<file path="config.mk">
export PLATFORM = sky130hd
export DESIGN_NAME = dual_motor_drive_encoder_tach
export DESIGN_NICKNAME = d
export VERILOG_FILES = /design/src/design/dmd_pkg.sv /design/src/design/dual_motor_drive_encoder_tach.sv
export VERILOG_INCLUDE_DIRS = /design/src /design/src/design
export SDC_FILE = /design/constraint.sdc
export NUM_CORES = 1
export LEC_CHECK = 0
export BUFFER_PORTS_ARGS = -buffer_cell sky130_fd_sc_hd__buf_2
export CORE_MARGIN = 1.5
export CORE_UTILIZATION = 40
export CTS_BUF_LIST = sky130_fd_sc_hd__clkbuf_8 sky130_fd_sc_hd__clkbuf_16
export CTS_CLUSTER_SIZE = 16
export DETAILED_ROUTE_END_ITERATION = 8
export PLACE_DENSITY_LB_ADDON = 0.12
export SYNTH_ARGS = -nofsm -noshare
export SYNTH_HDL_FRONTEND = slang
export SYNTH_SLANG_ARGS = --single-unit
</file>
<file path="constraint.sdc">
create_clock -name clock -period 3.8 [get_ports clock]
set_input_delay 0.76 -clock clock [delete_from_list [all_inputs] [get_ports clock]]
set_output_delay 0.76 -clock clock [all_outputs]
set_load 0.1 [all_outputs]
</file>
<file path="src/design/assert_macros.svh">
// assertion macros used by the top-level design file
// no dependencies; define NO_ASSERTIONS to drop every check
`ifndef ASSERT_MACROS_SVH
`define ASSERT_MACROS_SVH

`ifndef NO_ASSERTIONS

`define ASSERT_IMPLIES(label, clk, rst, pre, post, msg) \
   label: assert property (@(posedge clk) disable iff (rst) (pre) |-> (post)) \
      else $error(msg);

`define ASSERT_NEXT(label, clk, rst, pre, post, msg) \
   label: assert property (@(posedge clk) disable iff (rst) (pre) |=> (post)) \
      else $error(msg);

`else

`define ASSERT_IMPLIES(label, clk, rst, pre, post, msg)

`define ASSERT_NEXT(label, clk, rst, pre, post, msg)

`endif

`endif

</file>
<file path="src/design/dmd_pkg.sv">
// types and constants of the dual motor drive with encoder tachometer
// no dependencies
package dmd_pkg;

   localparam logic [1:0] KIND_SET_SPEED  = 2'd0;
   localparam logic [1:0] KIND_RIGHT_ENC  = 2'd1;
   localparam logic [1:0] KIND_LEFT_ENC   = 2'd2;
   localparam logic [1:0] KIND_TICK       = 2'd3;

   localparam logic signed [15:0] SPEED_LIMIT  = 16'sd255;
   localparam logic [7:0]         PERIOD_RESET = 8'd7;

   typedef struct packed {
      logic [1:0]         kind;
      logic signed [15:0] right_speed;
      logic signed [15:0] left_speed;
   } dmd_req_type;

   typedef struct packed {
      logic [7:0]         right_duty;
      logic [7:0]         left_duty;
      logic               right_forward;
      logic               left_forward;
      logic               report_valid;
      logic signed [15:0] right_report;
      logic signed [15:0] left_report;
   } dmd_rsp_type;

   typedef struct packed {
      logic [7:0] duty;
      logic       forward;
      logic       stopped;
   } dmd_speed_type;

endpackage

</file>
<file path="src/design/dual_motor_drive_encoder_tach.sv">
// top level of the dual motor drive with encoder tachometer
// depends on dmd_pkg and assert_macros.svh
//
// A request is applied to the channel state at the edge where it is
// accepted; its response sits in the output register the next cycle. A
// new request is taken every cycle while the response side keeps up; a
// response left waiting in the output register holds off the next request
// until the response side takes it. A set-speed request clamps both speeds
// to -255..255 and updates duty and direction, an encoder request counts
// its channel, and a tick advances the prescaler, reporting and clearing
// both counts once every report_period+1 ticks. The report period must be
// written through the csr port while it is idle; the block does not enforce it.
`include "assert_macros.svh"

module dual_motor_drive_encoder_tach
   import dmd_pkg::*;
(
   input  logic        clock,
   input  logic        reset,
   input  logic        req_valid,
   output logic        req_ready,
   input  dmd_req_type req_data,
   output logic        rsp_valid,
   input  logic        rsp_ready,
   output dmd_rsp_type rsp_data,
   input  logic        csr_write_enable,
   input  logic [7:0]  csr_write_data
);

   logic [7:0]  period_ff;
   logic [15:0] right_count_ff, right_count_in;
   logic [15:0] left_count_ff, left_count_in;
   logic        right_dir_ff, right_dir_in;
   logic        left_dir_ff, left_dir_in;
   logic        right_stopped_ff, right_stopped_in;
   logic        left_stopped_ff, left_stopped_in;
   logic [7:0]  prescale_ff, prescale_in;
   logic [7:0]  right_duty_ff, right_duty_in;
   logic [7:0]  left_duty_ff, left_duty_in;
   logic        rsp_valid_ff, rsp_valid_in;
   dmd_rsp_type rsp_ff, rsp_in;
   logic        req_accept;
   logic        report;
   dmd_speed_type right_split, left_split;

   function automatic dmd_speed_type split_speed(input logic signed [15:0] s);
      dmd_speed_type r;
      logic signed [15:0] neg;
      neg = -s;
      if (s > SPEED_LIMIT) begin
         r.duty    = 8'hff;
         r.forward = 1'b1;
      end else if (s < -SPEED_LIMIT) begin
         r.duty    = 8'hff;
         r.forward = 1'b0;
      end else if (s > 16'sd0) begin
         r.duty    = s[7:0];
         r.forward = 1'b1;
      end else begin
         r.duty    = neg[7:0];
         r.forward = 1'b0;
      end
      r.stopped = (s == 16'sd0);
      return r;
   endfunction

   assign req_ready  = !rsp_valid_ff || rsp_ready;
   assign req_accept = req_valid && req_ready;
   assign rsp_valid  = rsp_valid_ff;
   assign rsp_data   = rsp_ff;

   assign right_split = split_speed(req_data.right_speed);
   assign left_split  = split_speed(req_data.left_speed);
   assign report      = (req_data.kind == KIND_TICK) && !(prescale_ff < period_ff);

   always_comb begin
      right_count_in   = right_count_ff;
      left_count_in    = left_count_ff;
      right_dir_in     = right_dir_ff;
      left_dir_in      = left_dir_ff;
      right_stopped_in = right_stopped_ff;
      left_stopped_in  = left_stopped_ff;
      prescale_in      = prescale_ff;
      right_duty_in    = right_duty_ff;
      left_duty_in     = left_duty_ff;
      case (req_data.kind)
         KIND_SET_SPEED: begin
            right_duty_in    = right_split.duty;
            right_dir_in     = right_split.forward;
            right_stopped_in = right_split.stopped;
            left_duty_in     = left_split.duty;
            left_dir_in      = left_split.forward;
            left_stopped_in  = left_split.stopped;
         end
         KIND_RIGHT_ENC: begin
            if (right_dir_ff) begin
               right_count_in = 16'(right_count_ff + 16'd1);
            end else if (!right_stopped_ff) begin
               right_count_in = 16'(right_count_ff - 16'd1);
            end
         end
         KIND_LEFT_ENC: begin
            if (left_dir_ff) begin
               left_count_in = 16'(left_count_ff + 16'd1);
            end else if (!left_stopped_ff) begin
               left_count_in = 16'(left_count_ff - 16'd1);
            end
         end
         default: begin
            if (report) begin
               prescale_in    = 8'd0;
               right_count_in = 16'd0;
               left_count_in  = 16'd0;
            end else begin
               prescale_in = 8'(prescale_ff + 8'd1);
            end
         end
      endcase

      rsp_in.right_duty    = right_duty_in;
      rsp_in.left_duty     = left_duty_in;
      rsp_in.right_forward = right_dir_in;
      rsp_in.left_forward  = left_dir_in;
      rsp_in.report_valid  = report;
      rsp_in.right_report  = report ? right_count_ff : 16'sd0;
      rsp_in.left_report   = report ? left_count_ff : 16'sd0;

      rsp_valid_in = req_accept || (rsp_valid_ff && !rsp_ready);
   end

   always_ff @(posedge clock) begin
      if (reset) begin
         period_ff        <= PERIOD_RESET;
         right_count_ff   <= 16'd0;
         left_count_ff    <= 16'd0;
         right_dir_ff     <= 1'b1;
         left_dir_ff      <= 1'b1;
         right_stopped_ff <= 1'b1;
         left_stopped_ff  <= 1'b1;
         prescale_ff      <= 8'd0;
         right_duty_ff    <= 8'd0;
         left_duty_ff     <= 8'd0;
         rsp_valid_ff     <= 1'b0;
      end else begin
         if (csr_write_enable) begin
            period_ff <= csr_write_data;
         end
         if (req_accept) begin
            right_count_ff   <= right_count_in;
            left_count_ff    <= left_count_in;
            right_dir_ff     <= right_dir_in;
            left_dir_ff      <= left_dir_in;
            right_stopped_ff <= right_stopped_in;
            left_stopped_ff  <= left_stopped_in;
            prescale_ff      <= prescale_in;
            right_duty_ff    <= right_duty_in;
            left_duty_ff     <= left_duty_in;
         end
         rsp_valid_ff <= rsp_valid_in;
      end
   end

   always_ff @(posedge clock) begin
      if (req_accept) begin
         rsp_ff <= rsp_in;
      end
   end

   `ASSERT_NEXT(a_accept_gives_rsp, clock, reset, req_accept, rsp_valid_ff,
      "request accepted but no response")
   `ASSERT_NEXT(a_report_clears, clock, reset, req_accept && report,
      (right_count_ff == 16'd0) && (left_count_ff == 16'd0) && (prescale_ff == 8'd0),
      "counts not cleared after report")
   `ASSERT_IMPLIES(a_right_stop_duty, clock, reset, right_stopped_ff,
      right_duty_ff == 8'd0, "right stopped with nonzero duty")
   `ASSERT_IMPLIES(a_left_stop_duty, clock, reset, left_stopped_ff,
      left_duty_ff == 8'd0, "left stopped with nonzero duty")
   `ASSERT_IMPLIES(a_report_zero, clock, reset, rsp_valid_ff && !rsp_ff.report_valid,
      (rsp_ff.right_report == 16'sd0) && (rsp_ff.left_report == 16'sd0),
      "report data without report")

endmodule
</file>
After elaboration in Yosys (flattened, before gate mapping)
Cells that the tools add are included.
Storage, ports and cells
  RAM bits: 0
  latch bits: 0
  word-level logic and storage cells: 78
  output and inout port bits: 53
  input bits: 47
  flip-flop bits (word level): 120
  memories kept: 0
  ROM bits: 0
Cells by class
  $add $sub $neg: 7
  bitwise gates (word level): 3
  reduce and logical (&&, ||, !) cells: 20
  eq/ne operators: 5
  divide/modulo/power cells: 0
  order comparisons: 7
  shift operators: 0
  multipliers: 0
  multiplexer cells: 18
Operators with widths (count)
  $mux 16: 5
  $pmux 16 s2: 2
  $mux 9: 6
  $add 16x1->16 const B: 2
  $gt 16x1->1 const B: 2
  $gt 16x9->1 const B: 2
  $logic_not 16->1: 2
  $lt 16x9->1 const B: 2
  $sub 16x1->16 const B: 2
  $mux 8: 3
  $neg 8->8: 2
  $add 8x1->8 const B: 1
  $lt 8x8->1: 1
  $reduce_and 4->1: 2
  $ne 3x3->1 const B: 2
  $eq 2x2->1 const B: 2
  $reduce_and 2->1: 2
  $reduce_bool 2->1: 2
  $reduce_or 2->1: 2
  $logic_and 1x1->1: 3
  $logic_not 1->1: 3
  $not 1->1: 3
  $reduce_or 3->1: 1
  $eq 2x1->1 const B: 1
  other kinds (3): 5

Logic depth before layout (Yosys ltp)
  word-level depth: 5
  mapped depth: 10
  depth with buffers taken out: 9

Least setup slack after synthesis
Ideal clock, no wire load.
  kind: flip-flop to flip-flop
  from: register rsp_valid_ff, in the netlist rsp_valid
  to: register right_count_ff[15]
  data required time: 3.680 ns
  buffers on the path: 1
  arrival: 3.918 ns
  stages on the path, launching flop included: 10
  setup slack: -0.237 ns
  cells stage by stage: dfxtp_1 > nand2b_1 > nand2_1 > inv_1 > nand2_1 > a211o_1 > buf_4 > nand2_1 > o21ai_0 > o31a_1
Between the ends
  cells in the longest elaborated chain, start to end: 4
Ends and longest elaborated chain
  start: declaration: RTL line dual_motor_drive_encoder_tach.sv:40  | logic rsp_valid_ff, rsp_valid_in;
  start signal: assignment: RTL line dual_motor_drive_encoder_tach.sv:159  | rsp_valid_ff <= rsp_valid_in;
  $logic_not 1->1: RTL line dual_motor_drive_encoder_tach.sv:67  | assign req_ready = !rsp_valid_ff || rsp_ready;
  $logic_or 1x1->1: RTL line dual_motor_drive_encoder_tach.sv:67
  named net req_ready: RTL line dual_motor_drive_encoder_tach.sv:21  | output logic req_ready,
  $logic_and 1x1->1: RTL line dual_motor_drive_encoder_tach.sv:68  | assign req_accept = req_valid && req_ready;
  named net req_accept: RTL line dual_motor_drive_encoder_tach.sv:42  | logic req_accept;
  $reduce_and 4->1 (no line)
  end signal: assignment: RTL line dual_motor_drive_encoder_tach.sv:149  | right_count_ff <= right_count_in;
  end: declaration: RTL line dual_motor_drive_encoder_tach.sv:31  | logic [15:0] right_count_ff, right_count_in;
The timed path passes the listed nets, and every way through them passes these cells.
A chain may end at the register's enable or synchronous reset.

Final worst setup path
  from: register left_dir_ff
  to: register left_count_ff[15]
Between the ends
  cells in the longest elaborated chain, start to end: 2
  elaborated cells on any way between the ends: 4
  classes of those cells: 1 x eq/ne; 2 x mux; 1 x reduce/logical
Ends and longest elaborated chain
  start: declaration: RTL line dual_motor_drive_encoder_tach.sv:34  | logic left_dir_ff, left_dir_in;
  start signal: assignment: RTL line dual_motor_drive_encoder_tach.sv:152  | left_dir_ff <= left_dir_in;
  $ne 3x3->1 (no line) / $mux 16 (equally long branches)
  $reduce_and 4->1 (no line) / $pmux 16 s2 (equally long branches)
  end signal: assignment: RTL line dual_motor_drive_encoder_tach.sv:150  | left_count_ff <= left_count_in;
  end: declaration: RTL line dual_motor_drive_encoder_tach.sv:32  | logic [15:0] left_count_ff, left_count_in;
Several ways; a longest one is shown, not always the timed one.

==> results.toml <==
[cts]
clock_tree.root_cell = "clkbuf_16"
post_cts_buffers = 0
cts_tree = "yes"
post_cts_resized = 0
clkSlewWorstSetupHoldPaths_ns = 0.06
clock_latency_ns = 0.42
cts_htree_levels = 4
cts_hold_buffers = 0
cts_buffer_depth = 2
clock_sinks = 120
numCtsBuffers = 17

[critical_path]
r2r-start = "left_dir_ff"
cp_top_family = "compound AO/OA/AOI/OAI gates"
r2r-end = "left_count_ff[15]"
slowest_stage = "ha_1"
path_buf_inv = 1
rr_worst_depth = 9
critical_path_required_ns = 4.09
critPathMaxFanout = 20
arrival_ns = 3.16
r2r_setup_slack_ns = 0.93
setup.worst_path.end_class = "flip-flop"
critPathMaxStageDelay_ns = 0.43
crit_type = "reg2reg"
start_kind = "flip-flop"
worstPathCellList = "inv_1 > ha_1 > a21o_1 > a21oi_1 > o21a_1 > o31ai_2 > mux2_1 > a211oi_1 > o32ai_2"

[yosys]
synth_compound_area_frac = 0.181
synthAdderAreaFrac = 0.0830
yosysWarnings = 0
synth_xor_area_frac = 0.0525
synthSimpleGateAreaFrac = 0.190
synth-edff-count = 51
yosysTopAreaCellShare = 0.235
synthMuxAreaShare = 0.0125
synth_area_um2 = 6510
synth_top_family_by_area = "simple AND/OR/NAND/NOR gates"
syn_inst = 701
synth_area_leaders = "edfxtp_1 (24%), dfxtp_1 (21%), ha_1 (7.7%), a21oi_1 (4.5%), nand2_1 (4.2%)"
synth_ff_type = "dfxtp_1"
synth.distinct_cells = 69
synth_nets = 790
async_flop_share = 0
synth_area_leader_cell = "edfxtp_1"
synthTopCellsByCount = "nand2_1 (72), nor2_1 (70), dfxtp_1 (69)"
ys_ff_latch = 120
synth_area_per_cell_um2 = 9.29
yosysMostFrequentCell = "nand2_1"
seq_area_frac_synth = 0.447

[die]
ios = 100
dieArea_um2 = 17000
die_y_um = 131
die_x_um = 131
start_util = 0.410
fp-row-count = 46
core_um2 = 15900

[cells_and_area]
nFillCells = 1555
regArea_um2 = 2910
final-instance-count-excl-fill = 1027
fin_area_um2 = 7810
finalNetCount = 886
drive_above_1_share = 0.194
areaGrowthSynthToFinish_pct = 20.0
postLayoutCoreUtil = 0.492
multi_input_area_um2 = 3390

[run_status]
status = "finished clean"

[timing]
period_share = 0.754
slew_violations = 0
fin_skew_ns = 0.00631
max_freq_mhz = 349
finalSetupViolCount = 0
final-hold-violation-count = 0
max_slew_margin = 0.330
rsz0062_at_grt = "false"
finalCriticalPeriod_ns = 2.87
finalSetupTns_ns = 0
worst_pin_slew_ns = 0.999

[placed_design]
dp_hpwl_um = 10500
port_buffers = 99
routabilityCongestion = 0.894
dpl-instance-area_um2 = 7200
dp_cells = 994

[route]
drt_drc_violations_left = 0
drtIter0Drc = 315
post_drt_wl_per_cell_um = 14.4
drtPass1Iterations = 5
wirelength_um = 14800
num_vias = 5429
ant_nets = 0
viasPerCell = 5.29

[pwr]
power_density_nw_per_um2 = 457
p_leak_nw = 3.21
vdd_ir_drop_max_v = 0.000332

[hold_path]
holdCritPathClass = "reg2reg"
hold_end = "left_count_ff[3]"
min-delay-start = "left_count_ff[3]"
worstHoldPathCells = 2

[global_route]
grt_pass1_wl_um = 24200
antenna_found_initial = 2
grt_pass1_vias = 5027
grt_use_total = 0.183
grt_overflow_total = 0
grt_max_degree = 44

[flow_run]
drv_cap = 0
==> worst reg2reg max path: cells and delay by family, from the launching register on <==
kind,cells,cell delay (ns)
fa+ha+maj,1,0.44
flops,1,0.38
mux,1,0.36
compound gates,6,1.23
buf+inv,1,0.35
==> state kept, by name, indices dropped and copies added, names as in the netlist, 8 cells and up <==
| register | count |
|---|---|
| rsp_data | 51 |
| left_count_ff | 16 |
| right_count_ff | 16 |
| left_duty_ff | 8 |
| period_ff | 8 |
| prescale_ff | 8 |
| right_duty_ff | 8 |
==> worst max-delay path by stage <==
stage / startpoint / endpoint / cells past startpoint / slack, ns
2_1_floorplan: rsp_valid / prescale_ff[5] / 8 / 0.15
3_3_place_gp: req_data[17] / rsp_data[50] / 10 / 0.88
3_5_place_dp: req_data[17] / rsp_data[50] / 10 / 0.92
4_1_cts: left_dir_ff / left_count_ff[15] / 9 / 0.92
5_1_grt: left_dir_ff / left_count_ff[15] / 9 / 0.75
6_report: left_dir_ff / left_count_ff[15] / 9 / 0.93
==> routing by layer <==
metal	global-route usage	up-vias	wire (µm)	share of wire
met5	0	-	10	0.00068
met4	0.0737	2	216	0.015
met3	0.0480	21	676	0.046
met2	0.285	129	6730	0.46
met1	0.243	2527	7130	0.48
li1	-	2750	-	-
==> logic make-up (layout without fill, tap and decap cells) <==
family,count (synthesis),after routing
compound gates,186,186
xor+xnor,39,39
fa+ha+maj,42,42
buf+inv,51,160
flops,120,120
mux,8,8
other cells,0,1
simple gates,255,255
==> power breakdown <==
| group | total (mW) | switching (mW) | internal, mW |
|---|---|---|---|
| logic | 0.492 | 0.387 | 0.105 |
| registers | 1.42 | 0.0194 | 1.40 |
| clock network | 1.66 | 0.578 | 1.08 |
==> area by class of cell <==
cell class / count / area share
Sequential cell: 120 / 0.373
Clock inverter: 15 / 0.0235
Tap cell: 216 / 0.0346
Clock buffer: 17 / 0.0545
Timing Repair Buffer: 105 / 0.0692
Antenna cell: 1 / 0.000320
Inverter: 23 / 0.0115
Multi-Input combinational cell: 530 / 0.434
==> cells in the final DEF, fill, tap and decap left out, drive strengths merged, types with 21 or more instances in the layout <==
| cell type | n |
|---|---|
| a21oi | 60 |
| and2 | 31 |
| buf | 105 |
| dfxtp | 69 |
| edfxtp | 51 |
| ha | 40 |
| inv | 21 |
| nand2 | 72 |
| nor2 | 72 |
| o21ai | 52 |
| xnor2 | 26 |
==> per-stage QoR <==
| step | power [mW] | hold slack, ns | setup WS (ns) |
|---|---|---|---|
| after floorplan | 1.83 | 0.433 | 0.152 |
| after global routing | 3.70 | 0.513 | 0.748 |
| after detailed placement | 1.94 | 0.474 | 0.920 |
| final | 3.57 | 0.484 | 0.933 |
| after global placement | 1.93 | 0.465 | 0.881 |
| after CTS | 3.61 | 0.483 | 0.922 |
No activity file was read; power rests on OpenSTA's default activity.
